==> config.mk <==
export PLATFORM = sky130hd
export DESIGN_NAME = pixel_format_packer_top
export DESIGN_NICKNAME = d
export VERILOG_FILES = /design/src/hdl/pfp_pkg.sv /design/src/hdl/pfp_cfg_regs.sv /design/src/hdl/pfp_convert.sv /design/src/hdl/pixel_format_packer_top.sv
export SDC_FILE = /design/constraint.sdc
export NUM_CORES = 1
export LEC_CHECK = 0
export BUFFER_PORTS_ARGS = -buffer_cell sky130_fd_sc_hd__buf_2
export CAP_MARGIN = 20
export CORE_AREA = 2 2 98 100
export CTS_CLUSTER_SIZE = 14
export DETAILED_ROUTE_END_ITERATION = 10
export DIE_AREA = 0 0 100 102
export PLACE_DENSITY = 0.76
export SETUP_SLACK_MARGIN = 0.4
export SYNTH_ARGS = -nofsm -noshare
export SYNTH_HDL_FRONTEND = slang
export SYNTH_SLANG_ARGS = --single-unit
export TNS_END_PERCENT = 30
==> constraint.sdc <==
create_clock -name clk_i -period 3.8 [get_ports clk_i]
set_input_delay 0.19 -clock clk_i [delete_from_list [all_inputs] [get_ports clk_i]]
set_output_delay 0.19 -clock clk_i [all_outputs]
set_load 0.02 [all_outputs]
==> src/hdl/pfp_pkg.sv <==
`timescale 1ns / 1ps
`default_nettype none
// ----------------------------------------------------------------------------
// pfp_pkg
// Shared types and constants of the pixel format packer.
// ----------------------------------------------------------------------------
package pfp_pkg;

  // Chunk size in bytes; a 16-bit chunk holds half as many elements
  localparam int unsigned CHUNK_BYTES = 256;
  localparam int unsigned LIMIT_W     = 9;
  localparam logic [LIMIT_W-1:0] CHUNK_LIMIT_WIDE =
    LIMIT_W'((CHUNK_BYTES / 2 == 0) ? 1 : CHUNK_BYTES / 2);
  localparam logic [LIMIT_W-1:0] CHUNK_LIMIT_BYTE = LIMIT_W'(CHUNK_BYTES);

  // Configuration register indexes
  localparam logic [1:0] REG_PIXEL_FORMAT   = 2'd0;
  localparam logic [1:0] REG_BIG_ENDIAN_OUT = 2'd1;
  localparam logic [1:0] REG_MONO_THRESHOLD = 2'd2;

  localparam logic [7:0] MONO_THRESHOLD_RST = 8'd127;

  typedef enum logic [1:0] {
    FMT_RGB565 = 2'd0,
    FMT_BGR565 = 2'd1,
    FMT_BGR332 = 2'd2,
    FMT_MONO   = 2'd3
  } fmt_e;

  typedef struct packed {
    fmt_e       pixel_format;
    logic       big_endian_out;
    logic [7:0] mono_threshold;
  } cfg_t;

  typedef struct packed {
    logic [2:0] mono_bit_count;
    logic [7:0] mono_pack_byte;
    logic [7:0] chunk_elem_count;
  } pack_state_t;

  typedef struct packed {
    logic [7:0] red;
    logic [7:0] green;
    logic [7:0] blue;
    logic       last_pixel;
  } pixel_t;

  typedef struct packed {
    logic [7:0] first_byte;
    logic [7:0] second_byte;
    logic [1:0] byte_count;
    logic       chunk_end;
  } word_t;

endpackage
`default_nettype wire

==> src/hdl/pfp_cfg_regs.sv <==
`timescale 1ns / 1ps
`default_nettype none
// ----------------------------------------------------------------------------
// pfp_cfg_regs
// Configuration registers, written through a plain index/data port.
// ----------------------------------------------------------------------------
module pfp_cfg_regs
  import pfp_pkg::*;
(
  input  wire logic       clk_i,
  input  wire logic       rst_ni,
  input  wire logic       cfg_we_i,
  input  wire logic [1:0] cfg_idx_i,
  input  wire logic [7:0] cfg_wdata_i,
  output cfg_t            cfg_o
);

  cfg_t cfg_q;
  cfg_t cfg_d;

  // Decode the write onto the addressed register
  always_comb begin
    cfg_d = cfg_q;
    if (cfg_we_i) begin
      case (cfg_idx_i)
        REG_PIXEL_FORMAT:   cfg_d.pixel_format   = fmt_e'(cfg_wdata_i[1:0]);
        REG_BIG_ENDIAN_OUT: cfg_d.big_endian_out = cfg_wdata_i[0];
        REG_MONO_THRESHOLD: cfg_d.mono_threshold = cfg_wdata_i;
        default:            cfg_d = cfg_q;
      endcase
    end
  end

  always_ff @(posedge clk_i or negedge rst_ni) begin
    if (!rst_ni) begin
      cfg_q.pixel_format   <= FMT_RGB565;
      cfg_q.big_endian_out <= 1'b0;
      cfg_q.mono_threshold <= MONO_THRESHOLD_RST;
    end else begin
      cfg_q <= cfg_d;
    end
  end

  assign cfg_o = cfg_q;

endmodule
`default_nettype wire

==> src/hdl/pfp_convert.sv <==
`timescale 1ns / 1ps
`default_nettype none
// ----------------------------------------------------------------------------
// pfp_convert
// Converts one registered pixel to an output word and the next packer state.
// ----------------------------------------------------------------------------
module pfp_convert
  import pfp_pkg::*;
(
  input  pixel_t      pix_i,
  input  cfg_t        cfg_i,
  input  pack_state_t state_i,
  output word_t       word_o,
  output logic        emit_o,
  output pack_state_t state_o
);

  logic [15:0]        rgb_word;
  logic [7:0]         byte_val;
  logic [9:0]         grey_sum;
  logic [9:0]         grey_limit;
  logic               mono_bit;
  logic [7:0]         mono_packed;
  logic               mono_emit;
  logic               is_wide;
  logic [LIMIT_W-1:0] chunk_limit;
  logic [LIMIT_W-1:0] chunk_next;
  logic               chunk_close;

  // Build the 16-bit words and the 332 byte
  always_comb begin
    if (cfg_i.pixel_format == FMT_RGB565) begin
      rgb_word = {pix_i.blue[7:3], pix_i.green[7:2], pix_i.red[7:3]};
    end else begin
      rgb_word = {pix_i.red[7:3], pix_i.green[7:2], pix_i.blue[7:3]};
    end
    byte_val = {pix_i.blue[7:6], pix_i.green[7:5], pix_i.red[7:5]};
  end

  // Mean above threshold: sum / 3 > t is the same as sum >= 3t + 3
  assign grey_sum    = 10'(pix_i.red) + 10'(pix_i.green) + 10'(pix_i.blue);
  assign grey_limit  = 10'(cfg_i.mono_threshold) * 10'd3 + 10'd3;
  assign mono_bit    = (grey_sum >= grey_limit);
  assign mono_packed = state_i.mono_pack_byte
                     | (8'(mono_bit) << (3'd7 - state_i.mono_bit_count));
  assign mono_emit   = (state_i.mono_bit_count == 3'd7) || pix_i.last_pixel;

  // Chunk accounting
  assign is_wide     = (cfg_i.pixel_format == FMT_RGB565)
                    || (cfg_i.pixel_format == FMT_BGR565);
  assign chunk_limit = is_wide ? CHUNK_LIMIT_WIDE : CHUNK_LIMIT_BYTE;
  assign chunk_next  = LIMIT_W'(state_i.chunk_elem_count) + LIMIT_W'(1);
  assign chunk_close = (chunk_next >= chunk_limit) || pix_i.last_pixel;

  // Select the element and the next state
  always_comb begin
    word_o  = '0;
    emit_o  = 1'b1;
    state_o = state_i;
    case (cfg_i.pixel_format)
      FMT_RGB565, FMT_BGR565: begin
        word_o.first_byte  = cfg_i.big_endian_out ? rgb_word[15:8] : rgb_word[7:0];
        word_o.second_byte = cfg_i.big_endian_out ? rgb_word[7:0] : rgb_word[15:8];
        word_o.byte_count  = 2'd2;
      end
      FMT_BGR332: begin
        word_o.first_byte = byte_val;
        word_o.byte_count = 2'd1;
      end
      FMT_MONO: begin
        word_o.first_byte = mono_packed;
        word_o.byte_count = 2'd1;
        emit_o            = mono_emit;
        if (mono_emit) begin
          state_o.mono_bit_count = 3'd0;
          state_o.mono_pack_byte = 8'd0;
        end else begin
          state_o.mono_bit_count = state_i.mono_bit_count + 3'd1;
          state_o.mono_pack_byte = mono_packed;
        end
      end
      default: emit_o = 1'b0;
    endcase
    word_o.chunk_end = chunk_close;
    if (emit_o) begin
      state_o.chunk_elem_count = chunk_close ? 8'd0 : chunk_next[7:0];
    end
  end

endmodule
`default_nettype wire

==> src/hdl/pixel_format_packer_top.sv <==
`timescale 1ns / 1ps
`default_nettype none
// ----------------------------------------------------------------------------
// pixel_format_packer_top
// Converts RGB888 pixels to RGB565, BGR565, BGR332 or packed 1-bit mono.
// ----------------------------------------------------------------------------
// The packer takes one pixel word per clock and passes it through a pixel
// register, the conversion logic, and an output register. Throughput is one
// pixel per cycle, set by the single conversion stage; a stall on the output
// holds the output and pixel registers, and the input stalls only once both
// are full. Mono pixels yield one byte per eight pixels (or at the last
// pixel), so most produce no output word. Configuration is to be written
// by the user only while the packer is idle; nothing enforces this.
// ----------------------------------------------------------------------------
module pixel_format_packer_top
  import pfp_pkg::*;
(
  input  wire logic       clk_i,
  input  wire logic       rst_ni,
  input  wire logic       cfg_we_i,
  input  wire logic [1:0] cfg_idx_i,
  input  wire logic [7:0] cfg_wdata_i,
  input  wire logic       in_valid_i,
  output logic            in_stall_o,
  input  wire logic [7:0] red_i,
  input  wire logic [7:0] green_i,
  input  wire logic [7:0] blue_i,
  input  wire logic       last_pixel_i,
  output logic            out_valid_o,
  input  wire logic       out_stall_i,
  output logic [7:0]      first_byte_o,
  output logic [7:0]      second_byte_o,
  output logic [1:0]      byte_count_o,
  output logic            chunk_end_o
);

  cfg_t        cfg;
  pixel_t      pix_q;
  logic        pix_valid_q;
  pack_state_t state_q;
  pack_state_t state_d;
  word_t       word_d;
  word_t       word_q;
  logic        emit;
  logic        out_valid_q;
  logic        out_free;
  logic        advance;
  logic        in_accept;

  pfp_cfg_regs u_cfg (
    .clk_i      (clk_i),
    .rst_ni     (rst_ni),
    .cfg_we_i   (cfg_we_i),
    .cfg_idx_i  (cfg_idx_i),
    .cfg_wdata_i(cfg_wdata_i),
    .cfg_o      (cfg)
  );

  pfp_convert u_conv (
    .pix_i  (pix_q),
    .cfg_i  (cfg),
    .state_i(state_q),
    .word_o (word_d),
    .emit_o (emit),
    .state_o(state_d)
  );

  // Handshake: move the pixel on when the output register can take it
  assign out_free   = !out_valid_q || !out_stall_i;
  assign advance    = pix_valid_q && out_free;
  assign in_stall_o = pix_valid_q && !out_free;
  assign in_accept  = in_valid_i && !in_stall_o;

  // Pixel register
  always_ff @(posedge clk_i or negedge rst_ni) begin
    if (!rst_ni) begin
      pix_valid_q <= 1'b0;
    end else if (in_accept) begin
      pix_valid_q <= 1'b1;
    end else if (advance) begin
      pix_valid_q <= 1'b0;
    end
  end

  always_ff @(posedge clk_i) begin
    if (in_accept) begin
      pix_q <= '{red: red_i, green: green_i, blue: blue_i, last_pixel: last_pixel_i};
    end
  end

  // Packer state: advance with each converted pixel
  always_ff @(posedge clk_i or negedge rst_ni) begin
    if (!rst_ni) begin
      state_q <= '0;
    end else if (advance) begin
      state_q <= state_d;
    end
  end

  // Output register
  always_ff @(posedge clk_i or negedge rst_ni) begin
    if (!rst_ni) begin
      out_valid_q <= 1'b0;
    end else if (out_free) begin
      out_valid_q <= advance && emit;
    end
  end

  always_ff @(posedge clk_i) begin
    if (advance && emit) begin
      word_q <= word_d;
    end
  end

  assign out_valid_o   = out_valid_q;
  assign first_byte_o  = word_q.first_byte;
  assign second_byte_o = word_q.second_byte;
  assign byte_count_o  = word_q.byte_count;
  assign chunk_end_o   = word_q.chunk_end;

endmodule
`default_nettype wire

==> results by stage <==
Floorplanning:
- The overall die width is 100 µm.
- From bottom edge to top edge, the die measures 102 µm.
- Row generation in the floorplan step produced 35 rows.
- 61 I/O pins were placed.
- The core region area is 0.00911 mm².
- The floorplan die area is 0.0102 mm².
- The initial utilization of the core area, before any placement, comes to 52.0%.

Logic synthesis:
- Sorting the synthesized cells by area gives the leading types as edfxtp_1 28%, dfrtp_1 13%, ha_1 13%.
- When the netlist entered floorplanning its net count stood at 541.
- The synthesized design spends more area on one cell type than any other, namely edfxtp_1.
- The number of warnings reported in the yosys synthesis log is 0.
- The mapped netlist covers 0.00474 mm².
- The register bit total from synthesis is 76.
- Counting flops with an async set or reset pin after synthesis yields a share of 42.1%.
- The number of enable flip-flop cells after synthesis is 44.
- The post-synthesis instance total is 451.
- Sorting the synthesized cells by how often they occur yields 48 x ha_1, 44 x edfxtp_1, 40 x nand2_1.
- After synthesis, the netlist uses 53 different library cells.
- The average instance in the mapped netlist occupies 10.5 µm².
- After synthesis, the largest area contributor takes up 27.9% of total cell area.
- The most frequently used cell type in the post-synthesis netlist is ha_1.
- The sequential-to-total area share from yosys stat is 45.0%.
- For this run, the leading register cell type out of synthesis is edfxtp_1.

CTS:
- The tree is rooted in a clkbuf_8.
- The clock reaches the later pin of the worst-skew pair after 0.36 ns.
- After clock tree synthesis, the clock-pin slew on the worst setup and hold paths is 0.08 ns.
- The clock tree buffer depth is 2.
- Buffers inserted during clock tree synthesis total 9.
- The TritonCTS clock tree is built.
- Clock tree synthesis found a total of 76 sinks.
- The number of H-tree levels is 3.

Cells and area:
- The number of nets in the final layout is 659.
- The cell area after layout is 0.00593 mm².
- In the final layout, the share of cells above drive strength 1 is 27.5%.
- The diode insertion count for antenna repair is 0.
- Relative to the synthesized area, the layout overhead comes to 25.1%.

Routing:
- The detailed router's first-iteration violation count is 158.
- In this run the remaining antenna-violating nets after routing total 0.
- The routed design uses 5130 µm of met2 wire.
- The met1 routed wirelength after detailed routing is 4270 µm.
- After detailed routing, the number of remaining DRC violations is 0.
- Detailed routing inserted a total of 3791 vias.
- Dividing the detail-routed via count by the number of cells gives 5.53.
- The detailed-route wire length per cell is 14.8 µm.
- For this run, the detailed router's first-pass iteration total came to 4.
- The final wirelength is 10100 µm.
- The highest layer touched by signal routing is met4.
- In the detailed route, the total length drawn on met3 is 529 µm.

Timing:
- Setup violations remaining at the end of the flow were counted as 16.
- Setup repair after global routing could not meet its margin everywhere.
- The setup slack after layout is -0.504 ns.
- Measured against its own limit, the worst slew margin works out to 36.5%.
- The maximum clock rate is 0.232 GHz.
- Dividing the final minimum period by the clock period gives 113%.
- At the pin with the least slew margin, the transition time is 0.952 ns.
- The hold violation total from the final report is 0.
- Setup total negative slack on the finished layout was measured at -6.82 ns.
- The number of pins exceeding their max-slew limit in the final report came to 0.
- The routed design could run at a clock period as short as 4.30 ns.
- On the final layout, the worst clock skew is 0.0102 ns.

Critical path:
- The classification of the worst setup path is flop to flop.
- STA classifies the critical path endpoint as a flop.
- The critical path data required time is 4.05 ns.
- Data arrives at the worst endpoint at 4.55 ns.
- Traced cell by cell, the critical path runs through ha_2, inv_2, fa_2, nor2b_2, o21ai_2, a21boi_2, o21ai_2, nor2b_4, xnor2_2, ha_1, a21oi_2, nand2_1, a41oi_2, xnor2_1, ha_1, buf_4, buf_4, nand4_1, nor3_1, or4_4, nor3b_4, a32o_2.
- The peak per-stage delay on the critical path is 0.52 ns.
- Setup slack on the worst reg-to-reg path comes out at -0.50 ns.
- For this design, the slowest cell found on the critical path is or4_4.
- The maximum fanout encountered on the critical timing path is 5.
- STA classifies the critical path startpoint as a flop.

GRT:
- After global routing the overflow that remains totals 0.
- The number of antenna violations at the first check in global routing is 0.
- The number of global-route vias before repair is 3723.
- Entering global routing, the biggest net connects 36 pins.
- The overall global routing resource usage is 20.8%.
- The first global-routing pass estimated 16600 µm of wire.

Power and ir drop:
- In this run the power density over the cells is 552 mW/mm².
- VDD sags by at most 299 µV.
- The post-route total power is 3.27 mW.
- The leakage power of the design is 2.61 nW.

Placement:
- The port buffer count is 60.
- The half-perimeter wire length after detailed placement is 7240 µm.
- The worst setup timing slack at the placement stage is -0.530 ns.
- The placed standard-cell area is 0.00535 mm².
- The last weighted congestion value of the routability-driven placer is 0.844.

Worst hold path:
- The worst hold path belongs to the class input pin to flop.

Outcome:
- The final reports fail on negative setup slack.
- The flow ran to the end, but the final reports show violations.

Run:
- The count of maximum capacitance violations is 0.
[worst paths after layout]
path,startpoint,endpoint,depth (start not counted)
worst max-delay path,pix_q[9],state_q[14],22
worst min-delay path,red_i[7],pix_q[24],1
worst max register to register,pix_q[9],state_q[14],22
worst min register to register,state_q[10],state_q[10],2
max in group asynchronous,rst_ni,u_cfg.cfg_o[9],2
min in group asynchronous,rst_ni,pix_valid_q,2
[through the flow]
step | cells | util, % | hold slack, ns
finish | 685 | 65.1 | 0.0208
detailed placement | 637 | 58.7 | 0.297
CTS | 675 | 63.3 | 0.0000690
global route | 685 | 65.1 | 0.00271
global placement | 637 | 58.7 | 0.292
floorplan | 451 | - | -0.106
[layout by cell type, fill, tap and decap left out, drive strengths merged, types with 3 or more instances in the layout]
cell / netlist / layout
buf: 5 / 98
ha: 48 / 48
edfxtp: 44 / 44
nand2: 40 / 40
o21ai: 37 / 37
inv: 31 / 32
nor2: 31 / 31
dfrtp: 25 / 25
a21oi: 24 / 24
dlygate4sd3: 0 / 23
xnor2: 17 / 17
mux2i: 16 / 16
nor2b: 12 / 12
mux2: 11 / 11
clkbuf: 9 / 9
xor2: 8 / 8
nand3: 8 / 8
a21o: 7 / 7
dfstp: 7 / 7
nor3: 6 / 6
a211oi: 6 / 6
nand4: 6 / 6
o2111ai: 4 / 4
o21a: 3 / 3
nand2b: 3 / 3
o31ai: 3 / 3
a32o: 3 / 3
or2: 3 / 3
clkinv: 0 / 3
a21boi: 3 / 3
[cell families (layout without fill, tap and decap cells)]
family / after synthesis / after routing / synth area share [%]
AO/OA/AOI/OAI: 107 / 107 / 14.8
XOR/XNOR: 25 / 25 / 4.62
adder cells (fa/ha/maj): 50 / 50 / 13.5
buffers and inverters: 45 / 168 / 3.65
flip-flops: 76 / 76 / 45.0
multiplexers: 27 / 27 / 6.00
AND/OR/NAND/NOR: 121 / 121 / 12.4
[final cells by class]
cell class / count / area, µm²
Fill cell: 715 / 3180
Multi-Input combinational cell: 330 / 2510
Sequential cell: 76 / 2130
Timing Repair Buffer: 121 / 836
Tap cell: 111 / 139
Clock buffer: 9 / 124
Inverter: 31 / 116
Clock inverter: 7 / 66.3
[worst max-delay path: cells and delay by family, from the launching register on]
kind	cells	cell delay [ns]
xor+xnor	2	0.29
compound gates	6	0.95
fa+ha+maj	4	1.10
simple gates	7	1.23
buf+inv	3	0.29
flops	1	0.34
[registers in the layout, indices dropped and copies added (netlist names), 2 cells and up]
name,count
second_byte_o,8
u_cfg.cfg_o,11
state_q,19
pix_q,25
first_byte_o,8
byte_count_o,2
[per-layer routing]
metal  vias to the layer above  track usage (%)
met2                        84             37.0
met1                      1813             24.8
met4                         0             8.01
li1                       1872                -
met3                        22             4.86
met5                         -                0
[where the power goes]
group	switching [mW]	total [mW]	leakage, nW	internal [mW]
registers	0.130	1.16	0.830	1.03
logic	0.756	1.49	1.69	0.737
clock network	0.316	0.616	0.0907	0.300
[repair_timing]
action	in CTS	in global routing
pin swaps	2	10
resized for setup	6	15
hold buffers	18	5
buffers inserted	4	4
setup endpoints to repair	16	16
endpoints found under the hold margin	42	5
Power figures use the tool's default switching activity.
